## src/hdl/bsmh_pkg.sv

```systemverilog
// ----------------------------------------------------------------------------
// bsmh_pkg: shared types and constants for the byte stream Mersenne hash
// Word formats of the input, internal and result queues, and the hash
// constants used by the datapath.
// ----------------------------------------------------------------------------
package bsmh_pkg;

  localparam logic [30:0] HASH_INIT  = 31'h7eadbeef;
  localparam logic [30:0] HASH_MOD   = 31'h7fffffff;
  localparam logic [15:0] POWER_BASE = 16'd31;
  localparam logic [15:0] POWER_INIT = 16'd1;

  localparam int QDEPTH_DEF = 2;
  localparam int ODEPTH_DEF = 2;

  typedef struct packed {
    logic signed [7:0] data_byte;
    logic              last_byte;
  } in_word_t;

  // Classified word handed from the front end to the hash engine.
  typedef struct packed {
    logic       neg;
    logic [7:0] bits;
    logic       last;
  } qword_t;

  typedef struct packed {
    logic [30:0] hash_value;
    logic        string_done;
  } out_word_t;

endpackage

```

## src/hdl/bsmh_fifo.sv

```systemverilog
// ----------------------------------------------------------------------------
// bsmh_fifo: small register queue
// First-in first-out buffer of DEPTH words with push/full and pop/empty.
// The head word is presented combinationally on rdata.
// ----------------------------------------------------------------------------
module bsmh_fifo #(
  parameter int WIDTH = 8,
  parameter int DEPTH = 2
) (
  input  logic             clk,
  input  logic             rst_n,
  input  logic             push,
  input  logic [WIDTH-1:0] wdata,
  output logic             full,
  input  logic             pop,
  output logic [WIDTH-1:0] rdata,
  output logic             empty
);

  localparam int AW = (DEPTH > 1) ? $clog2(DEPTH) : 1;
  localparam int CW = $clog2(DEPTH + 1);

  logic [WIDTH-1:0] mem_r [DEPTH];
  logic [AW-1:0]    wr_ptr_r, wr_ptr_nxt;
  logic [AW-1:0]    rd_ptr_r, rd_ptr_nxt;
  logic [CW-1:0]    count_r, count_nxt;
  logic             do_push, do_pop;

  assign full    = (count_r == CW'(DEPTH));
  assign empty   = (count_r == '0);
  assign do_push = push && !full;
  assign do_pop  = pop && !empty;
  assign rdata   = mem_r[rd_ptr_r];

  always_comb begin
    wr_ptr_nxt = wr_ptr_r;
    rd_ptr_nxt = rd_ptr_r;
    count_nxt  = count_r;
    if (do_push) begin
      wr_ptr_nxt = (wr_ptr_r == AW'(DEPTH - 1)) ? '0 : wr_ptr_r + 1'b1;
    end
    if (do_pop) begin
      rd_ptr_nxt = (rd_ptr_r == AW'(DEPTH - 1)) ? '0 : rd_ptr_r + 1'b1;
    end
    case ({do_push, do_pop})
      2'b10:   count_nxt = count_r + 1'b1;
      2'b01:   count_nxt = count_r - 1'b1;
      default: count_nxt = count_r;
    endcase
  end

  always_ff @(posedge clk) begin
    if (!rst_n) begin
      wr_ptr_r <= '0;
      rd_ptr_r <= '0;
      count_r  <= '0;
    end else begin
      wr_ptr_r <= wr_ptr_nxt;
      rd_ptr_r <= rd_ptr_nxt;
      count_r  <= count_nxt;
    end
  end

  always_ff @(posedge clk) begin
    if (do_push) begin
      mem_r[wr_ptr_r] <= wdata;
    end
  end

endmodule

```

## src/hdl/bsmh_front.sv

```systemverilog
// ----------------------------------------------------------------------------
// bsmh_front: input stage of the hash core
// Accepts input words into a register, classifies the character by sign
// and forwards the classified word into the work queue.
// ----------------------------------------------------------------------------
module bsmh_front import bsmh_pkg::*; (
  input  logic     clk,
  input  logic     rst_n,
  input  logic     in_push,
  input  in_word_t in_data,
  output logic     in_full,
  output logic     q_push,
  output qword_t   q_data,
  input  logic     q_full
);

  logic   valid_r, valid_nxt;
  qword_t word_r, word_nxt;
  logic   accept;

  // The holding register frees up in the same cycle it drains into the queue.
  assign in_full = valid_r && q_full;
  assign accept  = in_push && !in_full;
  assign q_push  = valid_r;
  assign q_data  = word_r;

  always_comb begin
    valid_nxt = valid_r;
    word_nxt  = word_r;
    if (accept) begin
      valid_nxt     = 1'b1;
      word_nxt.neg  = in_data.data_byte[7];
      word_nxt.bits = in_data.data_byte;
      word_nxt.last = in_data.last_byte;
    end else if (valid_r && !q_full) begin
      valid_nxt = 1'b0;
    end
  end

  always_ff @(posedge clk) begin
    if (!rst_n) begin
      valid_r <= 1'b0;
    end else begin
      valid_r <= valid_nxt;
    end
  end

  always_ff @(posedge clk) begin
    word_r <= word_nxt;
  end

endmodule

```

## src/hdl/bsmh_back.sv

```systemverilog
// ----------------------------------------------------------------------------
// bsmh_back: hash engine
// Holds the running hash and power term, folds one character per cycle
// while the result queue has room and pushes the running hash into that queue.
// ----------------------------------------------------------------------------
module bsmh_back import bsmh_pkg::*; (
  input  logic      clk,
  input  logic      rst_n,
  input  logic      q_empty,
  input  qword_t    q_data,
  output logic      q_pop,
  input  logic      o_full,
  output logic      o_push,
  output out_word_t o_data
);

  logic [30:0] hash_r, hash_nxt;
  logic [15:0] power_r, power_nxt;
  logic        fire;
  logic [63:0] ext, sum, mixed;
  logic [31:0] prod, pw_prod, fold2;
  logic [32:0] fold1;
  logic [30:0] hash_new;

  assign fire   = !q_empty && !o_full;
  assign q_pop  = fire;
  assign o_push = fire;

  always_comb begin
    ext   = {{56{q_data.neg}}, q_data.bits};
    sum   = {33'd0, hash_r} + ext;
    prod  = sum[15:0] * power_r;
    mixed = {sum[63:16], 16'd0} + {32'd0, prod};
    // 2^31 is congruent to 1 modulo 2^31-1, so the 31-bit slices are summed.
    fold1 = {2'b00, mixed[30:0]} + {2'b00, mixed[61:31]} + {31'd0, mixed[63:62]};
    fold2 = {1'b0, fold1[30:0]} + {30'd0, fold1[32:31]};
    if (fold2 >= {1'b0, HASH_MOD}) begin
      hash_new = 31'(fold2 - {1'b0, HASH_MOD});
    end else begin
      hash_new = fold2[30:0];
    end
    pw_prod = power_r * POWER_BASE;

    hash_nxt  = hash_r;
    power_nxt = power_r;
    if (fire) begin
      if (q_data.last) begin
        hash_nxt  = HASH_INIT;
        power_nxt = POWER_INIT;
      end else begin
        hash_nxt  = hash_new;
        power_nxt = pw_prod[15:0];
      end
    end

    o_data.hash_value  = hash_new;
    o_data.string_done = q_data.last;
  end

  always_ff @(posedge clk) begin
    if (!rst_n) begin
      hash_r  <= HASH_INIT;
      power_r <= POWER_INIT;
    end else begin
      hash_r  <= hash_nxt;
      power_r <= power_nxt;
    end
  end

  // The running hash is always a fully reduced residue.
  a_hash_reduced: assert property (@(posedge clk) disable iff (!rst_n)
    hash_r != HASH_MOD)
    else $error("running hash not reduced");

  // Powers of 31 modulo 2^16 are always odd.
  a_power_odd: assert property (@(posedge clk) disable iff (!rst_n)
    power_r[0])
    else $error("power term lost its odd parity");

  a_restart: assert property (@(posedge clk) disable iff (!rst_n)
    fire && q_data.last |=> hash_r == HASH_INIT && power_r == POWER_INIT)
    else $error("state not restored after final character");

endmodule

```

## src/hdl/byte_stream_mersenne_hash_core.sv

```systemverilog
// ----------------------------------------------------------------------------
// byte_stream_mersenne_hash_core: streaming string hash modulo 2^31-1
// Usage:
//   Input channel: drive in_data (character and last-character flag) and
//   raise in_push; the word is taken at a clock edge where in_full is low.
//   Result channel: while out_empty is low the oldest result is on out_data;
//   raise out_pop to take it. Every input word gives exactly one result word
//   carrying the running hash; string_done marks the final hash of a string.
//   Throughput: one word per cycle while the result queue has room, set by the
//   hash engine, which adds, multiplies by the 16-bit power and folds modulo
//   2^31-1 in one step.
//   Reset (rst_n low, synchronous) empties both queues and loads the hash
//   with 0x7eadbeef and the power with 1. A word flagged as last restores
//   these values after its result is formed.
//   When the receiver stalls the result queue fills, the engine holds, the
//   work queue fills behind it and in_full finally rises; nothing is lost.
// ----------------------------------------------------------------------------
module byte_stream_mersenne_hash_core import bsmh_pkg::*; #(
  parameter int QDEPTH = QDEPTH_DEF,
  parameter int ODEPTH = ODEPTH_DEF
) (
  input  logic      clk,
  input  logic      rst_n,
  input  logic      in_push,
  input  in_word_t  in_data,
  output logic      in_full,
  output logic      out_empty,
  input  logic      out_pop,
  output out_word_t out_data
);

  logic      fq_push, fq_full, fq_empty, fq_pop;
  qword_t    fq_wdata, fq_rdata;
  logic      oq_push, oq_full;
  out_word_t oq_wdata;

  bsmh_front u_front (
    .clk     (clk),
    .rst_n   (rst_n),
    .in_push (in_push),
    .in_data (in_data),
    .in_full (in_full),
    .q_push  (fq_push),
    .q_data  (fq_wdata),
    .q_full  (fq_full)
  );

  bsmh_fifo #(
    .WIDTH ($bits(qword_t)),
    .DEPTH (QDEPTH)
  ) u_work_q (
    .clk   (clk),
    .rst_n (rst_n),
    .push  (fq_push),
    .wdata (fq_wdata),
    .full  (fq_full),
    .pop   (fq_pop),
    .rdata (fq_rdata),
    .empty (fq_empty)
  );

  bsmh_back u_back (
    .clk     (clk),
    .rst_n   (rst_n),
    .q_empty (fq_empty),
    .q_data  (fq_rdata),
    .q_pop   (fq_pop),
    .o_full  (oq_full),
    .o_push  (oq_push),
    .o_data  (oq_wdata)
  );

  bsmh_fifo #(
    .WIDTH ($bits(out_word_t)),
    .DEPTH (ODEPTH)
  ) u_result_q (
    .clk   (clk),
    .rst_n (rst_n),
    .push  (oq_push),
    .wdata (oq_wdata),
    .full  (oq_full),
    .pop   (out_pop),
    .rdata (out_data),
    .empty (out_empty)
  );

endmodule
```

## config.mk

```make
export PLATFORM = sky130hd
export DESIGN_NAME = byte_stream_mersenne_hash_core
export DESIGN_NICKNAME = d
export VERILOG_FILES = /design/src/hdl/bsmh_pkg.sv /design/src/hdl/bsmh_fifo.sv /design/src/hdl/bsmh_front.sv /design/src/hdl/bsmh_back.sv /design/src/hdl/byte_stream_mersenne_hash_core.sv
export SDC_FILE = /design/constraint.sdc
export NUM_CORES = 1
export LEC_CHECK = 0
export ABC_CLOCK_PERIOD_IN_PS = 37800
export BUFFER_PORTS_ARGS = -buffer_cell sky130_fd_sc_hd__buf_4
export CORE_MARGIN = 5
export CORE_UTILIZATION = 70
export DETAILED_ROUTE_END_ITERATION = 10
export PLACE_DENSITY = 0.95
export SYNTH_ARGS = -nofsm -noshare
export SYNTH_HDL_FRONTEND = slang
export SYNTH_HIERARCHICAL = 1
export SYNTH_SLANG_ARGS = --single-unit
```

## constraint.sdc

```tcl
create_clock -name clk -period 37.8 [get_ports clk]
set_input_delay 3.78 -clock clk [delete_from_list [all_inputs] [get_ports clk]]
set_output_delay 3.78 -clock clk [all_outputs]
set_load 0.05 [all_outputs]
```

==> results.yml <==
critical_path:
  crit_family: "compound AO/OA/AOI/OAI gates"
  arrival_ns: 19.08
  r2r_end: "u_result_q/mem_r[1][6]"
  reg2reg_setup_slack_ns: 18.87
  critPathCaptureType: "flop"
  reg2reg_depth: 70
  crit_type: "flop to flop"
  cp.required_ns: 37.95
  crit_slowest_cell: "o211a_2"
  cp-start-kind: "flop"
  critical_path.max_fanout: 25
  path_buf_inv: 6
  crit_top_cell: "a21oi_1"
  cpPeakStageDelay_ns: 0.64
flow_run:
  cap_viol_max_count: 0
floorplanning:
  initial_core_util: 0.7088
  die-area_um2: 33570
  die_x_um: 183.2
  core-area_um2: 29640
  die_h_um: 183.2
  ios: 47
  row_count: 63
finish:
  mostFrequentLayoutCells: "inv_1 (296), nand2_1 (261), fa_1 (232), ha_1 (232), and2_1 (117)"
  design_area_um2: 22270
  n_fill_cell: 1839
  syn_to_final_growth_pct: 6.028
  antenna_cells: 0
  final_common_cell: "inv_1"
  drive_gt1_frac: 0.08225
  fin_nets: 2762
clock_network:
  cts_max_path_buffers: 2
  clock_sinks: 151
  post_cts_buffers: 0
  clkTransAtPathRegs_ns: 0.08
  post_cts_resized: 0
  cts_root_buf: "clkbuf_16"
  clock_latency_ns: 0.45
  htree_levels: 4
  ctsHoldBuffers: 0
  cts_tree: "yes"
  cts_made_buffers: 17
grt:
  overflow: 0
  grt_pass1_vias: 19070
  globalRouteTotalUtil: 0.3688
  grt_max_degree: 69
  antenna_found_initial: 1
  grt_pass1_wl_mm: 98.35
detailed_routing:
  vias_per_cell: 6.694
  drt-met1-wl_mm: 21.14
  drt_iter0_drc: 2172
  via_count: 17990
  wl_met2_mm: 29.21
  wire_per_inst_um: 22.65
  first_pass_iters: 8
  wl_mm: 60.89
  met3_length_mm: 5.916
  route.detailed.drc: 0
  topRoutingLayerUsed: "met5"
  postRouteAntennaNets: 0
sta:
  min_period_over_period: 0.5008
  drv_slew: 0
  finalHoldViolCount: 0
  fin_skew_ns: 0.01935
  tns_ns: 0
  period_needed_ns: 18.93
  setup_viol: 0
  fmax_ghz: 0.05283
  worst_pin_slew_ns: 1.217
  rsz0062_at_grt: "false"
  relSlewSlack: 0.1877
worst_hold_path:
  holdPathStages: 0
  worstHoldEndpoint: "u_work_q/mem_r[0][6]"
  hp-class: "flop to flop"
  hp-start: "u_front/q_data[6]"
synth:
  yosysWarnings: 6
  synth_top_cell_by_area: "fa_1"
  syn_area_um2: 21010
  synth-compound-area-share: 0.1305
  synthFlopType: "edfxtp_1"
  synth_cells: 2279
  ys_seq_area_frac: 0.1882
  synthesis.nets: 2756
  synth_xor_area_frac: 0.05641
  synth-seq-cells: 151
  synthDistinctLibCells: 102
  async_flop_share: 0
  synth_enable_flop_cells: 93
  postSynthAreaPerCell_um2: 9.217
  synthSimpleGateAreaFrac: 0.1672
  synth_top_family_by_area: "adder cells"
  yosysTopAreaCellShare: 0.2211
  synth.area.top_cells: "fa_1 (22%), ha_1 (14%), edfxtp_1 (13%), dfxtp_1 (5.5%), inv_1 (5.3%)"
  synth.area.mux_share: 0.02579
  synth-adder-area-share: 0.3593
status:
  status: "finished, final reports clean"
place:
  dpl.hpwl_mm: 44.55
  gp_congestion: 0.9585
  placed_area_um2: 21660
  io_buffer_count: 46
[worst max-delay path by stage]
| stage | endpoint | slack, ns | cells past startpoint | startpoint |
|---|---|---|---|---|
| 2_1_floorplan | u_back/hash_r[1] | 20.45 | 71 | flop |
| 3_3_place_gp | u_result_q/mem_r[0][18] | 20.53 | 69 | flop |
| 3_5_place_dp | u_result_q/mem_r[0][16] | 19.80 | 70 | flop |
| 4_1_cts | u_result_q/mem_r[1][6] | 19.34 | 70 | flop |
| 5_1_grt | u_result_q/mem_r[1][6] | 17.84 | 67 | flop |
| 6_report | u_result_q/mem_r[1][6] | 18.87 | 70 | flop |
[registers in the layout, indices dropped and copies added (netlist names), named ones only]
register,flops
u_front/q_push,1
u_back/power_r,16
u_result_q/count_r,2
u_back/hash_r,31
u_work_q/mem_r,20
u_result_q/mem_r,64
u_work_q/rd_ptr_r,1
u_work_q/wr_ptr_r,1
u_work_q/count_r,2
u_front/q_data,9
u_result_q/rd_ptr_r,1
u_result_q/wr_ptr_r,1
[synth_stat cells (all sizes together), types with 36 or more instances]
cell type and number:
nand3 36, xnor2 93, xor2 38, nand2 261, o21ai 64, fa 232, a21oi 105, nor2 107
clkbuf 59, ha 232, dfxtp 58, a21o 36, inv 298, and2 119, edfxtp 93, mux2 46
[kinds of logic (layout without fill, tap and decap cells)]
kind of cell | Yosys count | after routing
and+or+nand+nor | 701 | 701
adders and majority gates | 464 | 464
AOI/OAI and AO/OA | 398 | 398
buffers and inverters | 386 | 405
DFF | 151 | 151
xor gates and xnor gates | 131 | 131
muxes | 48 | 48
[metal layers]
| layer | vias to the layer above | global-route usage |
|---|---|---|
| met2 | 1297 | 0.6209 |
| met5 | - | 0 |
| li1 | 7692 | - |
| met3 | 453 | 0.09143 |
| met4 | 2 | 0.2321 |
| met1 | 8549 | 0.4219 |
[metrics by stage]
stage                     worst slack, ns  cells  utilization  hold slack [ns]
after floorplan                     20.45   2279            -           0.4215
after global placement              20.53   2656       0.7309           0.4305
after detailed placement            19.80   2656       0.7309           0.4467
after CTS                           19.34   2688       0.7515           0.4472
after global routing                17.84   2688       0.7515           0.4764
final                               18.87   2688       0.7515           0.4411
[worst reg2reg max path: cells and delay by family (launching register included)]
family / cells / cell delay, ns
multiplexers: 1 / 0.40
buffers and inverters: 6 / 0.52
AND/OR/NAND/NOR: 13 / 3.83
adder cells (fa/ha/maj): 14 / 5.54
XOR/XNOR: 3 / 0.48
flip-flops: 1 / 0.60
AO/OA/AOI/OAI: 33 / 7.29
[cell type report]
cell class / instances / area (um^2) / area share
Multi-Input combinational cell: 1742 / 15540 / 0.6979
Sequential cell: 151 / 3954 / 0.1775
Inverter: 299 / 1122 / 0.05039
Timing Repair Buffer: 74 / 555.5 / 0.02494
Clock buffer: 20 / 489.2 / 0.02197
Tap cell: 390 / 488.0 / 0.02191
Clock inverter: 12 / 120.1 / 0.005393
Power is left out: the tool's default activity adds up to more than one toggle a clock period on the data nets, which glitch-free logic cannot reach.
